--- src/rtl/osa_pkg.sv ---
// Shared types and constants for the obstacle scan-and-avoid controller.
// No dependencies; imported by every module of the block.
`default_nettype none

package osa_pkg;

  localparam int CFG_DATA_W = 16;

  typedef enum logic [2:0] {
    REG_TRIGGER_CM   = 3'd0,
    REG_TURN_RATE    = 3'd1,
    REG_SCAN_RANGE   = 3'd2,
    REG_SCAN_CAP     = 3'd3,
    REG_SETTLE_TICKS = 3'd4,
    REG_TURN_TIMEOUT = 3'd5,
    REG_TOLERANCE    = 3'd6,
    REG_CONFIRM      = 3'd7
  } reg_idx_t;

  localparam logic [2:0] MODE_OFF   = 3'd0;
  localparam logic [2:0] MODE_IDLE  = 3'd1;
  localparam logic [2:0] MODE_BRAKE = 3'd2;
  localparam logic [2:0] MODE_SCAN1 = 3'd3;
  localparam logic [2:0] MODE_SCAN2 = 3'd4;
  localparam logic [2:0] MODE_TURN  = 3'd5;
  localparam logic [2:0] MODE_DONE  = 3'd6;

  typedef enum logic [6:0] {
    ST_OFF   = 7'b0000001,
    ST_IDLE  = 7'b0000010,
    ST_BRAKE = 7'b0000100,
    ST_SCAN1 = 7'b0001000,
    ST_SCAN2 = 7'b0010000,
    ST_TURN  = 7'b0100000,
    ST_DONE  = 7'b1000000
  } state_t;

  typedef struct packed {
    logic [11:0] trigger_cm;
    logic [6:0]  turn_rate;
    logic [14:0] scan_range_cdeg;
    logic [14:0] scan_cap;
    logic [15:0] settle_ticks;
    logic [15:0] turn_timeout;
    logic [14:0] tolerance_cdeg;
    logic [7:0]  confirm_count;
  } cfg_t;

  typedef struct packed {
    logic        enable;
    logic [11:0] distance_cm;
    logic [15:0] yaw_cdeg;
  } item_t;

  typedef struct packed {
    logic       drive_write;
    logic [7:0] yaw_rate_cmd;
    logic [2:0] mode;
    logic       maneuver_active;
  } result_t;

  typedef struct packed {
    logic [7:0] cmd;
    logic       in_band;
  } steer_t;

  localparam logic signed [17:0] WRAP_POS  = 18'sd18000;
  localparam logic signed [17:0] WRAP_NEG  = -18'sd18000;
  localparam logic signed [17:0] WRAP_FULL = 18'sd36000;

  // single wrap step, may leave values beyond half a turn
  function automatic logic signed [17:0] wrap_once(input logic signed [17:0] a);
    if (a > WRAP_POS) begin
      return a - WRAP_FULL;
    end else if (a < WRAP_NEG) begin
      return a + WRAP_FULL;
    end else begin
      return a;
    end
  endfunction

  function automatic logic [2:0] mode_of(input state_t s);
    logic [2:0] m;
    unique case (s)
      ST_OFF:   m = MODE_OFF;
      ST_IDLE:  m = MODE_IDLE;
      ST_BRAKE: m = MODE_BRAKE;
      ST_SCAN1: m = MODE_SCAN1;
      ST_SCAN2: m = MODE_SCAN2;
      ST_TURN:  m = MODE_TURN;
      ST_DONE:  m = MODE_DONE;
      default:  m = MODE_IDLE;
    endcase
    return m;
  endfunction

endpackage

`default_nettype wire

--- src/rtl/osa_cfg_regs.sv ---
// Configuration register file of the scan-and-avoid controller.
// Depends on osa_pkg (cfg_t, reg_idx_t).
`default_nettype none

module osa_cfg_regs (
  input  logic                                 clk,
  input  logic                                 rst,
  input  logic                                 wr_en,
  input  osa_pkg::reg_idx_t                    wr_index,
  input  logic [osa_pkg::CFG_DATA_W-1:0]       wr_data,
  output osa_pkg::cfg_t                        cfg
);
  import osa_pkg::*;

  always_ff @(posedge clk) begin
    if (rst) begin
      cfg.trigger_cm      <= 12'd25;
      cfg.turn_rate       <= 7'd50;
      cfg.scan_range_cdeg <= 15'd6000;
      cfg.scan_cap        <= 15'd120;
      cfg.settle_ticks    <= 16'd15;
      cfg.turn_timeout    <= 16'd150;
      cfg.tolerance_cdeg  <= 15'd800;
      cfg.confirm_count   <= 8'd5;
    end else if (wr_en) begin
      unique case (wr_index)
        REG_TRIGGER_CM:   cfg.trigger_cm      <= wr_data[11:0];
        REG_TURN_RATE:    cfg.turn_rate       <= wr_data[6:0];
        REG_SCAN_RANGE:   cfg.scan_range_cdeg <= wr_data[14:0];
        REG_SCAN_CAP:     cfg.scan_cap        <= wr_data[14:0];
        REG_SETTLE_TICKS: cfg.settle_ticks    <= wr_data[15:0];
        REG_TURN_TIMEOUT: cfg.turn_timeout    <= wr_data[15:0];
        REG_TOLERANCE:    cfg.tolerance_cdeg  <= wr_data[14:0];
        REG_CONFIRM:      cfg.confirm_count   <= wr_data[7:0];
        default: ;
      endcase
    end
  end

endmodule

`default_nettype wire

--- src/rtl/osa_steer.sv ---
// Proportional steering of the turn phase: heading error, divide by 50, clamp.
// Depends on osa_pkg (wrap_once, steer_t).
`default_nettype none

module osa_steer (
  input  logic signed [15:0] best_heading,
  input  logic signed [15:0] rel,
  input  logic               turn_neg,
  input  logic [6:0]         turn_rate,
  input  logic [14:0]        tolerance_cdeg,
  output osa_pkg::steer_t    steer
);
  import osa_pkg::*;

  // |x|/50 for |x| < 128*50 by x*5243 >> 18; above that the clamp wins anyway
  localparam logic [15:0] DIV_SPAN  = 16'd6400;
  localparam logic [12:0] RECIP_50  = 13'd5243;

  logic signed [17:0] err_w;
  logic signed [15:0] err;
  logic signed [16:0] serr;
  logic [15:0]        mag;
  logic [25:0]        prod;
  logic [7:0]         quo;
  logic               sat;
  logic [6:0]         mag_cl;
  logic signed [15:0] tol_s;

  always_comb begin
    err_w  = wrap_once(18'(best_heading) - 18'(rel));
    err    = err_w[15:0];
    serr   = turn_neg ? -17'(err) : 17'(err);
    mag    = serr[16] ? 16'(-serr) : serr[15:0];
    sat    = (mag >= DIV_SPAN);
    prod   = 26'(mag[12:0]) * 26'(RECIP_50);
    quo    = prod[25:18];
    mag_cl = (sat || (quo > {1'b0, turn_rate})) ? turn_rate : quo[6:0];
    steer.cmd = serr[16] ? 8'(-$signed({1'b0, mag_cl})) : {1'b0, mag_cl};
    tol_s  = $signed({1'b0, tolerance_cdeg});
    steer.in_band = (err < tol_s) && (err > -tol_s);
  end

endmodule

`default_nettype wire

--- src/rtl/osa_fsm.sv ---
// Mode sequencer with sweep, best-heading tracking and tick counters.
// Depends on osa_pkg and osa_steer; one step per accepted request.
`default_nettype none

module osa_fsm #(
  parameter int FAR_CLEARANCE = 400
) (
  input  logic              clk,
  input  logic              rst,
  input  logic              step_en,
  input  osa_pkg::item_t    item,
  input  osa_pkg::cfg_t     cfg,
  output osa_pkg::result_t  res
);
  import osa_pkg::*;

  localparam logic [11:0] FAR_CM = 12'(FAR_CLEARANCE);

  state_t             state, state_next;
  logic               armed, armed_next;
  logic [15:0]        tick_timer, tick_timer_next;
  logic [7:0]         confirm_counter, confirm_counter_next;
  logic signed [15:0] entry_heading, entry_heading_next;
  logic signed [15:0] best_heading, best_heading_next;
  logic [11:0]        best_clearance, best_clearance_next;
  logic               turn_neg, turn_neg_next;

  logic signed [17:0] rel_w;
  logic signed [15:0] rel;
  logic signed [15:0] yaw;
  logic signed [15:0] range_s;
  logic signed [7:0]  rate_s;
  logic [11:0]        clr;
  logic [15:0]        tick_inc;
  logic [7:0]         conf_inc;
  logic               near;
  logic               dw;
  logic [7:0]         cmd;
  steer_t             steer;

  assign yaw      = item.yaw_cdeg;
  assign rel_w    = wrap_once(18'(yaw) - 18'(entry_heading));
  assign rel      = rel_w[15:0];
  assign range_s  = $signed({1'b0, cfg.scan_range_cdeg});
  assign rate_s   = $signed({1'b0, cfg.turn_rate});
  assign clr      = (item.distance_cm == '0) ? FAR_CM : item.distance_cm;
  assign tick_inc = tick_timer + 16'd1;
  assign near     = (item.distance_cm != '0) && (item.distance_cm < cfg.trigger_cm);

  osa_steer u_steer (
    .best_heading   (best_heading),
    .rel            (rel),
    .turn_neg       (turn_neg),
    .turn_rate      (cfg.turn_rate),
    .tolerance_cdeg (cfg.tolerance_cdeg),
    .steer          (steer)
  );

  assign conf_inc = steer.in_band ? confirm_counter + 8'd1 : 8'd0;

  always_comb begin
    state_next           = state;
    armed_next           = armed;
    tick_timer_next      = tick_timer;
    confirm_counter_next = confirm_counter;
    entry_heading_next   = entry_heading;
    best_heading_next    = best_heading;
    best_clearance_next  = best_clearance;
    turn_neg_next        = turn_neg;
    dw                   = 1'b0;
    cmd                  = 8'd0;

    if (!item.enable) begin
      state_next = ST_OFF;
    end else if (state == ST_OFF) begin
      state_next = ST_IDLE;
      armed_next = 1'b1;
    end

    if (item.enable) begin
      unique case (state_next)
        ST_OFF: ;
        ST_IDLE: begin
          if (!near) armed_next = 1'b1;
          if (armed_next && near) begin
            dw                  = 1'b1;
            entry_heading_next  = yaw;
            best_heading_next   = '0;
            best_clearance_next = '0;
            armed_next          = 1'b0;
            tick_timer_next     = '0;
            state_next          = ST_BRAKE;
          end
        end
        ST_BRAKE: begin
          dw              = 1'b1;
          tick_timer_next = tick_inc;
          if (tick_inc >= cfg.settle_ticks) begin
            tick_timer_next = '0;
            state_next      = ST_SCAN1;
          end
        end
        ST_SCAN1: begin
          dw  = 1'b1;
          cmd = rate_s;
          if (clr > best_clearance) begin
            best_clearance_next = clr;
            best_heading_next   = rel;
          end
          if ((rel >= range_s) || (rel <= -range_s)) begin
            turn_neg_next   = rel[15];
            tick_timer_next = '0;
            state_next      = ST_SCAN2;
          end else begin
            tick_timer_next = tick_inc;
            if (tick_inc >= 16'(cfg.scan_cap)) begin
              turn_neg_next   = rel[15];
              tick_timer_next = '0;
              state_next      = ST_SCAN2;
            end
          end
        end
        ST_SCAN2: begin
          dw  = 1'b1;
          cmd = 8'(-rate_s);
          if (clr > best_clearance) begin
            best_clearance_next = clr;
            best_heading_next   = rel;
          end
          tick_timer_next = tick_inc;
          if ((turn_neg ? (rel >= range_s) : (rel <= -range_s)) ||
              (tick_inc >= {cfg.scan_cap, 1'b0})) begin
            cmd                  = 8'd0;
            tick_timer_next      = '0;
            confirm_counter_next = '0;
            state_next           = ST_TURN;
          end
        end
        ST_TURN: begin
          dw                   = 1'b1;
          cmd                  = steer.cmd;
          confirm_counter_next = conf_inc;
          if (conf_inc >= cfg.confirm_count) begin
            cmd                  = 8'd0;
            tick_timer_next      = '0;
            confirm_counter_next = '0;
            state_next           = ST_DONE;
          end else begin
            tick_timer_next = tick_inc;
            if (tick_inc >= cfg.turn_timeout) begin
              cmd                  = 8'd0;
              tick_timer_next      = '0;
              confirm_counter_next = '0;
              state_next           = ST_DONE;
            end
          end
        end
        ST_DONE: begin
          dw              = 1'b1;
          tick_timer_next = tick_inc;
          if (tick_inc >= cfg.settle_ticks) begin
            tick_timer_next = '0;
            state_next      = ST_IDLE;
          end
        end
        default: state_next = ST_IDLE;
      endcase
    end

    res.drive_write     = dw;
    res.yaw_rate_cmd    = cmd;
    res.mode            = mode_of(state_next);
    res.maneuver_active = (state_next != ST_OFF) && (state_next != ST_IDLE);
  end

  always_ff @(posedge clk) begin
    if (rst) begin
      state           <= ST_OFF;
      armed           <= 1'b1;
      tick_timer      <= '0;
      confirm_counter <= '0;
      entry_heading   <= '0;
      best_heading    <= '0;
      best_clearance  <= '0;
      turn_neg        <= 1'b0;
    end else if (step_en) begin
      state           <= state_next;
      armed           <= armed_next;
      tick_timer      <= tick_timer_next;
      confirm_counter <= confirm_counter_next;
      entry_heading   <= entry_heading_next;
      best_heading    <= best_heading_next;
      best_clearance  <= best_clearance_next;
      turn_neg        <= turn_neg_next;
    end
  end

endmodule

`default_nettype wire

--- src/rtl/obstacle_scan_avoid_fsm_top.sv ---
// Top level of the obstacle scan-and-avoid controller: request and result registers.
// Depends on osa_pkg, osa_cfg_regs, osa_fsm (which holds osa_steer).
//
//   channel  | handshake            | payload
//   ---------+----------------------+-----------------------------------------------
//   in       | in_valid / in_stall  | enable, distance_cm, yaw_cdeg
//   out      | out_valid / out_stall| drive_write, yaw_rate_cmd, mode, maneuver_active
//   config   | wr_en                | wr_index, wr_data
//
// One request per cycle sustained while the result is not stalled; a request passes the request
// register, then the sequencer's step into the result register.
// Synchronous reset: mode off, armed, counters and headings cleared, config defaults.
// A stalled result holds the request register; in_stall rises only while both are full.
`default_nettype none

module obstacle_scan_avoid_fsm_top #(
  parameter int FAR_CLEARANCE = 400
) (
  input  logic                            clk,
  input  logic                            rst,
  input  logic                            in_valid,
  output logic                            in_stall,
  input  logic                            enable,
  input  logic [11:0]                     distance_cm,
  input  logic signed [15:0]              yaw_cdeg,
  output logic                            out_valid,
  input  logic                            out_stall,
  output logic                            drive_write,
  output logic signed [7:0]               yaw_rate_cmd,
  output logic [2:0]                      mode,
  output logic                            maneuver_active,
  input  logic                            wr_en,
  input  osa_pkg::reg_idx_t               wr_index,
  input  logic [osa_pkg::CFG_DATA_W-1:0]  wr_data
);
  import osa_pkg::*;

  cfg_t    cfg;
  item_t   s1_item;
  logic    s1_valid;
  result_t res;
  result_t out_res;
  logic    advance;
  logic    in_take;

  assign advance  = s1_valid && (!out_valid || !out_stall);
  assign in_stall = s1_valid && !advance;
  assign in_take  = in_valid && !in_stall;

  osa_cfg_regs u_cfg (
    .clk      (clk),
    .rst      (rst),
    .wr_en    (wr_en),
    .wr_index (wr_index),
    .wr_data  (wr_data),
    .cfg      (cfg)
  );

  osa_fsm #(
    .FAR_CLEARANCE (FAR_CLEARANCE)
  ) u_fsm (
    .clk     (clk),
    .rst     (rst),
    .step_en (advance),
    .item    (s1_item),
    .cfg     (cfg),
    .res     (res)
  );

  always_ff @(posedge clk) begin
    if (rst) begin
      s1_valid <= 1'b0;
    end else if (in_take) begin
      s1_valid <= 1'b1;
    end else if (advance) begin
      s1_valid <= 1'b0;
    end
  end

  always_ff @(posedge clk) begin
    if (in_take) begin
      s1_item.enable      <= enable;
      s1_item.distance_cm <= distance_cm;
      s1_item.yaw_cdeg    <= yaw_cdeg;
    end
  end

  always_ff @(posedge clk) begin
    if (rst) begin
      out_valid <= 1'b0;
    end else if (advance) begin
      out_valid <= 1'b1;
    end else if (!out_stall) begin
      out_valid <= 1'b0;
    end
  end

  always_ff @(posedge clk) begin
    if (advance) begin
      out_res <= res;
    end
  end

  assign drive_write     = out_res.drive_write;
  assign yaw_rate_cmd    = out_res.yaw_rate_cmd;
  assign mode            = out_res.mode;
  assign maneuver_active = out_res.maneuver_active;

  a_stall_needs_request: assert property (@(posedge clk) disable iff (rst)
    in_stall |-> (s1_valid && out_valid && out_stall))
    else $error("input stalled without a held request");

  a_request_held: assert property (@(posedge clk) disable iff (rst)
    (s1_valid && out_valid && out_stall) |=> (s1_valid && $stable(s1_item)))
    else $error("held request lost under output stall");

  a_no_drive_zero_cmd: assert property (@(posedge clk) disable iff (rst)
    (out_valid && !drive_write) |-> (yaw_rate_cmd == 8'sd0))
    else $error("yaw command without drive write");

  a_cmd_bounded: assert property (@(posedge clk) disable iff (rst)
    out_valid |-> ((yaw_rate_cmd <= $signed({1'b0, cfg.turn_rate})) &&
                   (yaw_rate_cmd >= -$signed({1'b0, cfg.turn_rate}))))
    else $error("yaw command beyond turn rate");

  a_off_is_passive: assert property (@(posedge clk) disable iff (rst)
    (out_valid && (mode == MODE_OFF)) |-> (!drive_write && !maneuver_active))
    else $error("drive activity while off");

endmodule

`default_nettype wire

--- config.mk ---
export PLATFORM = sky130hd
export DESIGN_NAME = obstacle_scan_avoid_fsm_top
export DESIGN_NICKNAME = d
export VERILOG_FILES = /design/src/rtl/osa_pkg.sv /design/src/rtl/osa_cfg_regs.sv /design/src/rtl/osa_steer.sv /design/src/rtl/osa_fsm.sv /design/src/rtl/obstacle_scan_avoid_fsm_top.sv
export SDC_FILE = /design/constraint.sdc
export NUM_CORES = 1
export LEC_CHECK = 0
export BUFFER_PORTS_ARGS = -buffer_cell sky130_fd_sc_hd__buf_2
export CAP_MARGIN = 15
export CORE_MARGIN = 4
export CORE_UTILIZATION = 30
export CTS_CLUSTER_SIZE = 28
export DETAILED_ROUTE_END_ITERATION = 16
export GPL_TIMING_DRIVEN = 1
export PLACE_DENSITY = 0.54
export SLEW_MARGIN = 20
export SYNTH_ARGS = -nofsm -noshare
export SYNTH_HDL_FRONTEND = slang
export SYNTH_SLANG_ARGS = --single-unit
--- constraint.sdc ---
create_clock -name clk -period 20.8 [get_ports clk]
set_clock_uncertainty 0.05 [all_clocks]
set_input_delay 4.16 -clock clk [delete_from_list [all_inputs] [get_ports clk]]
set_output_delay 4.16 -clock clk [all_outputs]
set_load 0.02 [all_outputs]
==> impl_metrics.json, run 1 <==
{
  "cts_made_buffers": 25,
  "layout-drive-gt1-share_pct": 7.38,
  "pin_count": 68,
  "synthArstFlopShare_pct": 0,
  "grt_pass1_vias": 17200,
  "cts_tree": "built",
  "cts_buffer_depth": 3,
  "cap_violations": 0,
  "cts.sinks": 225,
  "fin_crit_ps": 17840,
  "num_rows": 96,
  "crit_arrival_ps": 18080,
  "startpoint_type": "flop",
  "setup-tns-final_ps": 0,
  "slowest_stage": "a41oi_2",
  "dp_hpwl_um": 42200,
  "ff2ff_setup_slack_ps": 2960,
  "critical_path_required_ps": 21040,
  "synth_seq_cells": 225,
  "syn_area_um2": 20900,
  "num_vias": 17600,
  "path_clk_slew_ps": 60,
  "relSlewSlack_pct": 30.6,
  "yosysSeqAreaShare_pct": 23.5,
  "outcome": "complete, no violations",
  "finalSetupViolations": 0,
  "overflow": 0,
  "cts_resized": 0,
  "ys_warn_count": 0,
  "synth_commonest_cells": "304 x nand2_1, 288 x ha_1, 287 x inv_1",
  "clk_latency_ps": 570,
  "clock-root-buffer": "clkbuf_16",
  "synth_ff_type": "dfxtp_1",
  "gp_congestion": 0.890,
  "synth_top_area_cell": "dfxtp_1",
  "tightest_slew_ps": 1040,
  "die_h_um": 272,
  "synth_enable_flop_cells": 42,
  "initial_core_util_pct": 30.4,
  "end_kind": "flop",
  "synthDistinctLibCells": 112,
  "core_area_um2": 68800,
  "wirelength_um": 54700,
  "synthToLayoutAreaGrowth_pct": 9.79,
  "hold_viol_final": 0,
  "ant_nets": 0,
  "cpPeakStageDelay_ps": 800,
  "wl_per_cell_um": 15.3,
  "hold_class": "flop to flop",
  "drc": 0,
  "worst-path-max-fanout": 23,
  "fin_nets": 3004,
  "syn-num-nets": 2996,
  "dr.first_iter.drc_count": 892,
  "crit_type": "flop to flop",
  "maxSlewViolCount": 0,
  "syn-instance-count": 2603,
  "track_usage_pct": 14.6,
  "clock.fmax_ghz": 0.0561,
  "grt_pass1_wl_um": 90300,
  "die-area_um2": 74000,
  "hold_buffers": 0,
  "grt_antenna_before_repair": 6,
  "synth_top_area_share_pct": 17.5,
  "cts_setup_buffers": 0,
  "portBuffers": 67,
  "dr.pass1.iters": 5,
  "via_per_inst": 4.93,
  "die-width_um": 272,
  "synth_area_leaders": "dfxtp_1 18%, ha_1 17%, edfxtp_1 6.0%",
  "syn_avg_cell_area_um2": 8.04,
  "crit_top_cell": "a21o_1",
  "grt_max_degree": 123,
  "rsz0062_at_grt": "false",
  "synth_most_common_cell": "nand2_1",
  "fin_crit_sh_pct": 85.8,
  "htree_num_levels": 1
}
==> final cells by class <==
type                       count  area [um^2]
inverter                     292         1100
multi-input combinational   1983        14500
timing repair buffer          84          467
sequential                   225         4920
tap                          931         1160
clock buffer                  31          658
clock inverter                15          141
antenna                        4         10.0
fill                        7310        45900
==> critical path, delay by kind of cell (launching register included) <==
| family | cells | cell delay (ps) |
|---|---|---|
| AOI/OAI and AO/OA | 35 | 7570 |
| buffers and inverters | 6 | 870 |
| xor gates and xnor gates | 5 | 1230 |
| and+or+nand+nor | 16 | 3720 |
| DFF | 1 | 390 |
| adders and majority gates | 11 | 3750 |
==> stage by stage <==
step | area, um^2 | instances | hold slack [ps] | util (%) | setup slack [ps]
6_report | 23000 | 3565 | 403 | 33.4 | 2960
5_1_grt | 23000 | 3563 | 418 | 33.4 | 1450
4_1_cts | 22900 | 3560 | 405 | 33.3 | 2760
3_5_place_dp | 22100 | 3514 | 397 | 32.2 | 2850
3_3_place_gp | 22100 | 3514 | 393 | 32.2 | 3240
2_1_floorplan | 20900 | 2603 | 383 | - | 5410
==> registers in the layout (all words and copies together) (netlist names) <==
register	count
drive_write	1
maneuver_active	1
mode	3
out_valid	1
s1_item	29
s1_valid	1
u_cfg.cfg	104
u_fsm.armed	1
u_fsm.best_clearance	12
u_fsm.best_heading	16
u_fsm.confirm_counter	8
u_fsm.entry_heading	16
u_fsm.state	7
u_fsm.tick_timer	16
u_fsm.turn_neg	1
yaw_rate_cmd	8
==> worst paths after layout <==
check	start	to	depth (start not counted)
worst max-delay path	s1_item[2]	yaw_rate_cmd[6]	73
worst min-delay path	u_cfg.cfg[53]	u_cfg.cfg[53]	2
worst max register to register	s1_item[2]	yaw_rate_cmd[6]	73
worst min register to register	u_cfg.cfg[53]	u_cfg.cfg[53]	2
==> cell usage in the layout, fill, tap and decap left out, types with 26 or more instances in the layout <==
cell type    n
nand2_1    303
ha_1       288
inv_1      287
a21oi_1    216
nor2_1     184
dfxtp_1    183
xnor2_1     88
buf_2       67
nand3_1     63
nor3_1      61
o21ai_0     61
nand2b_1    54
fa_1        52
a21o_1      46
xor2_1      46
nor2b_1     42
edfxtp_1    42
nand4_1     31
a211o_1     26
==> routing by layer <==
metal | up-vias | track usage [%] | wire length, um
met5 | - | 0 | 12
met1 | 8100 | 19.8 | 25800
li1 | 9102 | - | -
met3 | 73 | 1.77 | 2270
met2 | 306 | 24.6 | 25200
met4 | 2 | 3.95 | 1340
==> cells by family after synthesis <==
| family | share of synthesized area [%] |
|---|---|
| and+or+nand+nor | 20.6 |
| AOI/OAI and AO/OA | 19.0 |
| buffers and inverters | 7.22 |
| adders and majority gates | 22.6 |
| DFF | 23.5 |
| xor gates and xnor gates | 6.26 |
| muxes | 0.843 |
Power of run 1 is left out: the tool's default activity adds up to more than one toggle a clock period on the data nets, which glitch-free logic cannot reach.
==> run 2: changes to the inputs <==
--- a/config.mk
+++ b/config.mk
@@ -12,6 +12,7 @@
 export CTS_CLUSTER_SIZE = 28
 export DETAILED_ROUTE_END_ITERATION = 16
 export GPL_TIMING_DRIVEN = 1
+export MAX_ROUTING_LAYER = met4
 export PLACE_DENSITY = 0.54
 export SLEW_MARGIN = 20
 export SYNTH_ARGS = -nofsm -noshare
==> run 2 against run 1 <==
Maximum frequency grew 0.33%. First-iteration DRC count shrank 0.45%. Flip-flop and latch count is the same. Die area is the same. Non-clock buffer count is the same. Clock-buffer cell count is the same. Highest routed layer is now met4. Cell area is essentially flat. Sequential share of layout area is essentially flat. Wire length is essentially flat. Via count shrank 0.19%.
==> impl_metrics.json, run 2 (synthesis results as in run 1) <==
{
  "grt_pass1_vias": 17200,
  "setup-tns-final_ps": 0,
  "cts.sinks": 225,
  "regMostFlops": "u_cfg.cfg",
  "wl_per_cell_um": 15.3,
  "startpoint_type": "flop",
  "cts_made_buffers": 25,
  "dp_slack_ps": 2850,
  "finalSetupViolations": 0,
  "relSlewSlack_pct": 32.4,
  "path_clk_slew_ps": 60,
  "synthToLayoutAreaGrowth_pct": 9.80,
  "rsz0062_at_grt": "false",
  "clock.fmax_ghz": 0.0562,
  "worst_slack_ps": 3020,
  "grt_pass1_wl_um": 90400,
  "end_kind": "flop",
  "drc": 0,
  "dr.pass1.iters": 5,
  "utilization_pct": 33.4,
  "track_usage_pct": 15.0,
  "portBuffers": 67,
  "overflow": 0,
  "clk_latency_ps": 570,
  "dp_hpwl_um": 42200,
  "cap_violations": 0,
  "cpPeakStageDelay_ps": 810,
  "num_vias": 17600,
  "gp_congestion": 0.905,
  "tightest_slew_ps": 1010,
  "htree_num_levels": 1,
  "reg.largest.list": "u_cfg.cfg x104, s1_item x29",
  "cts_buffer_depth": 3,
  "die-width_um": 272,
  "layout-drive-gt1-share_pct": 7.38,
  "grt_antenna_before_repair": 6,
  "fin_nets": 3004,
  "slowest_stage": "a41oi_2",
  "wirelength_um": 54700,
  "crit_arrival_ps": 18020,
  "largest_reg_flops": 104,
  "dr.first_iter.drc_count": 888,
  "holdWs_ps": 403,
  "core_area_um2": 68800,
  "fin_crit_ps": 17780,
  "cts_setup_buffers": 0,
  "die_h_um": 272,
  "cts_resized": 0,
  "rr_worst_depth": 73,
  "die-area_um2": 74000,
  "clock-root-buffer": "clkbuf_16",
  "layout_commonest_cell": "nand2_1",
  "critical_path_required_ps": 21040,
  "hold_buffers": 0,
  "num_rows": 96,
  "fin_crit_sh_pct": 85.5,
  "ant_nets": 0,
  "min_delay_path_depth": 2,
  "initial_core_util_pct": 30.4,
  "hold_class": "flop to flop",
  "fillers": 7309,
  "worst-path-max-fanout": 23,
  "outcome": "complete, no violations",
  "grt_max_degree": 123,
  "hold_viol_final": 0,
  "maxSlewViolCount": 0,
  "crit_top_cell": "a21o_1",
  "cts_tree": "built",
  "final_cell_mix": "303 x nand2_1, 288 x ha_1, 287 x inv_1",
  "via_per_inst": 4.92,
  "pin_count": 68,
  "crit_type": "flop to flop"
}
run 2: path summary, 6_finish.rpt:
path | from | end | slack [ps]
worst min-delay path | u_cfg.cfg[53] | u_cfg.cfg[53] | 400
worst min register to register | u_cfg.cfg[53] | u_cfg.cfg[53] | 400
worst max-delay path | s1_item[2] | yaw_rate_cmd[6] | 3020
worst max register to register | s1_item[2] | yaw_rate_cmd[6] | 3020
run 2: routing by layer:
metal  track usage [%]  up-vias  share of wire (%)
li1                  -     9099                  -
met1              19.9     8087                 47
met2              24.7      292                 46
met3              1.72       72                4.3
met4              3.95        0                2.5
met5                 -        -                  0
run 2: layout make-up:
type,count,area (um^2),area share (%)
clock buffer,31,658,2.87
multi-input combinational,1983,14500,63.1
inverter,292,1100,4.78
timing repair buffer,84,467,2.03
sequential,225,4920,21.4
clock inverter,15,141,0.616
tap,931,1160,5.07
antenna,5,12.5,0.0545
run 2: through the flow:
| step | cells | instance area, um^2 |
|---|---|---|
| floorplan | 2603 | 20900 |
| global placement | 3514 | 22100 |
| detailed placement | 3514 | 22100 |
| CTS | 3560 | 22900 |
| global route | 3566 | 23000 |
| finish | 3566 | 23000 |
run 2: worst max-delay path: cells and delay by family, from the launching register on:
| family | cells | cell delay (ps) |
|---|---|---|
| AOI/OAI and AO/OA | 35 | 7550 |
| xor gates and xnor gates | 5 | 1220 |
| adders and majority gates | 11 | 3750 |
| buffers and inverters | 6 | 860 |
| DFF | 1 | 390 |
| and+or+nand+nor | 16 | 3700 |
Power of run 2 is left out for the same reason.
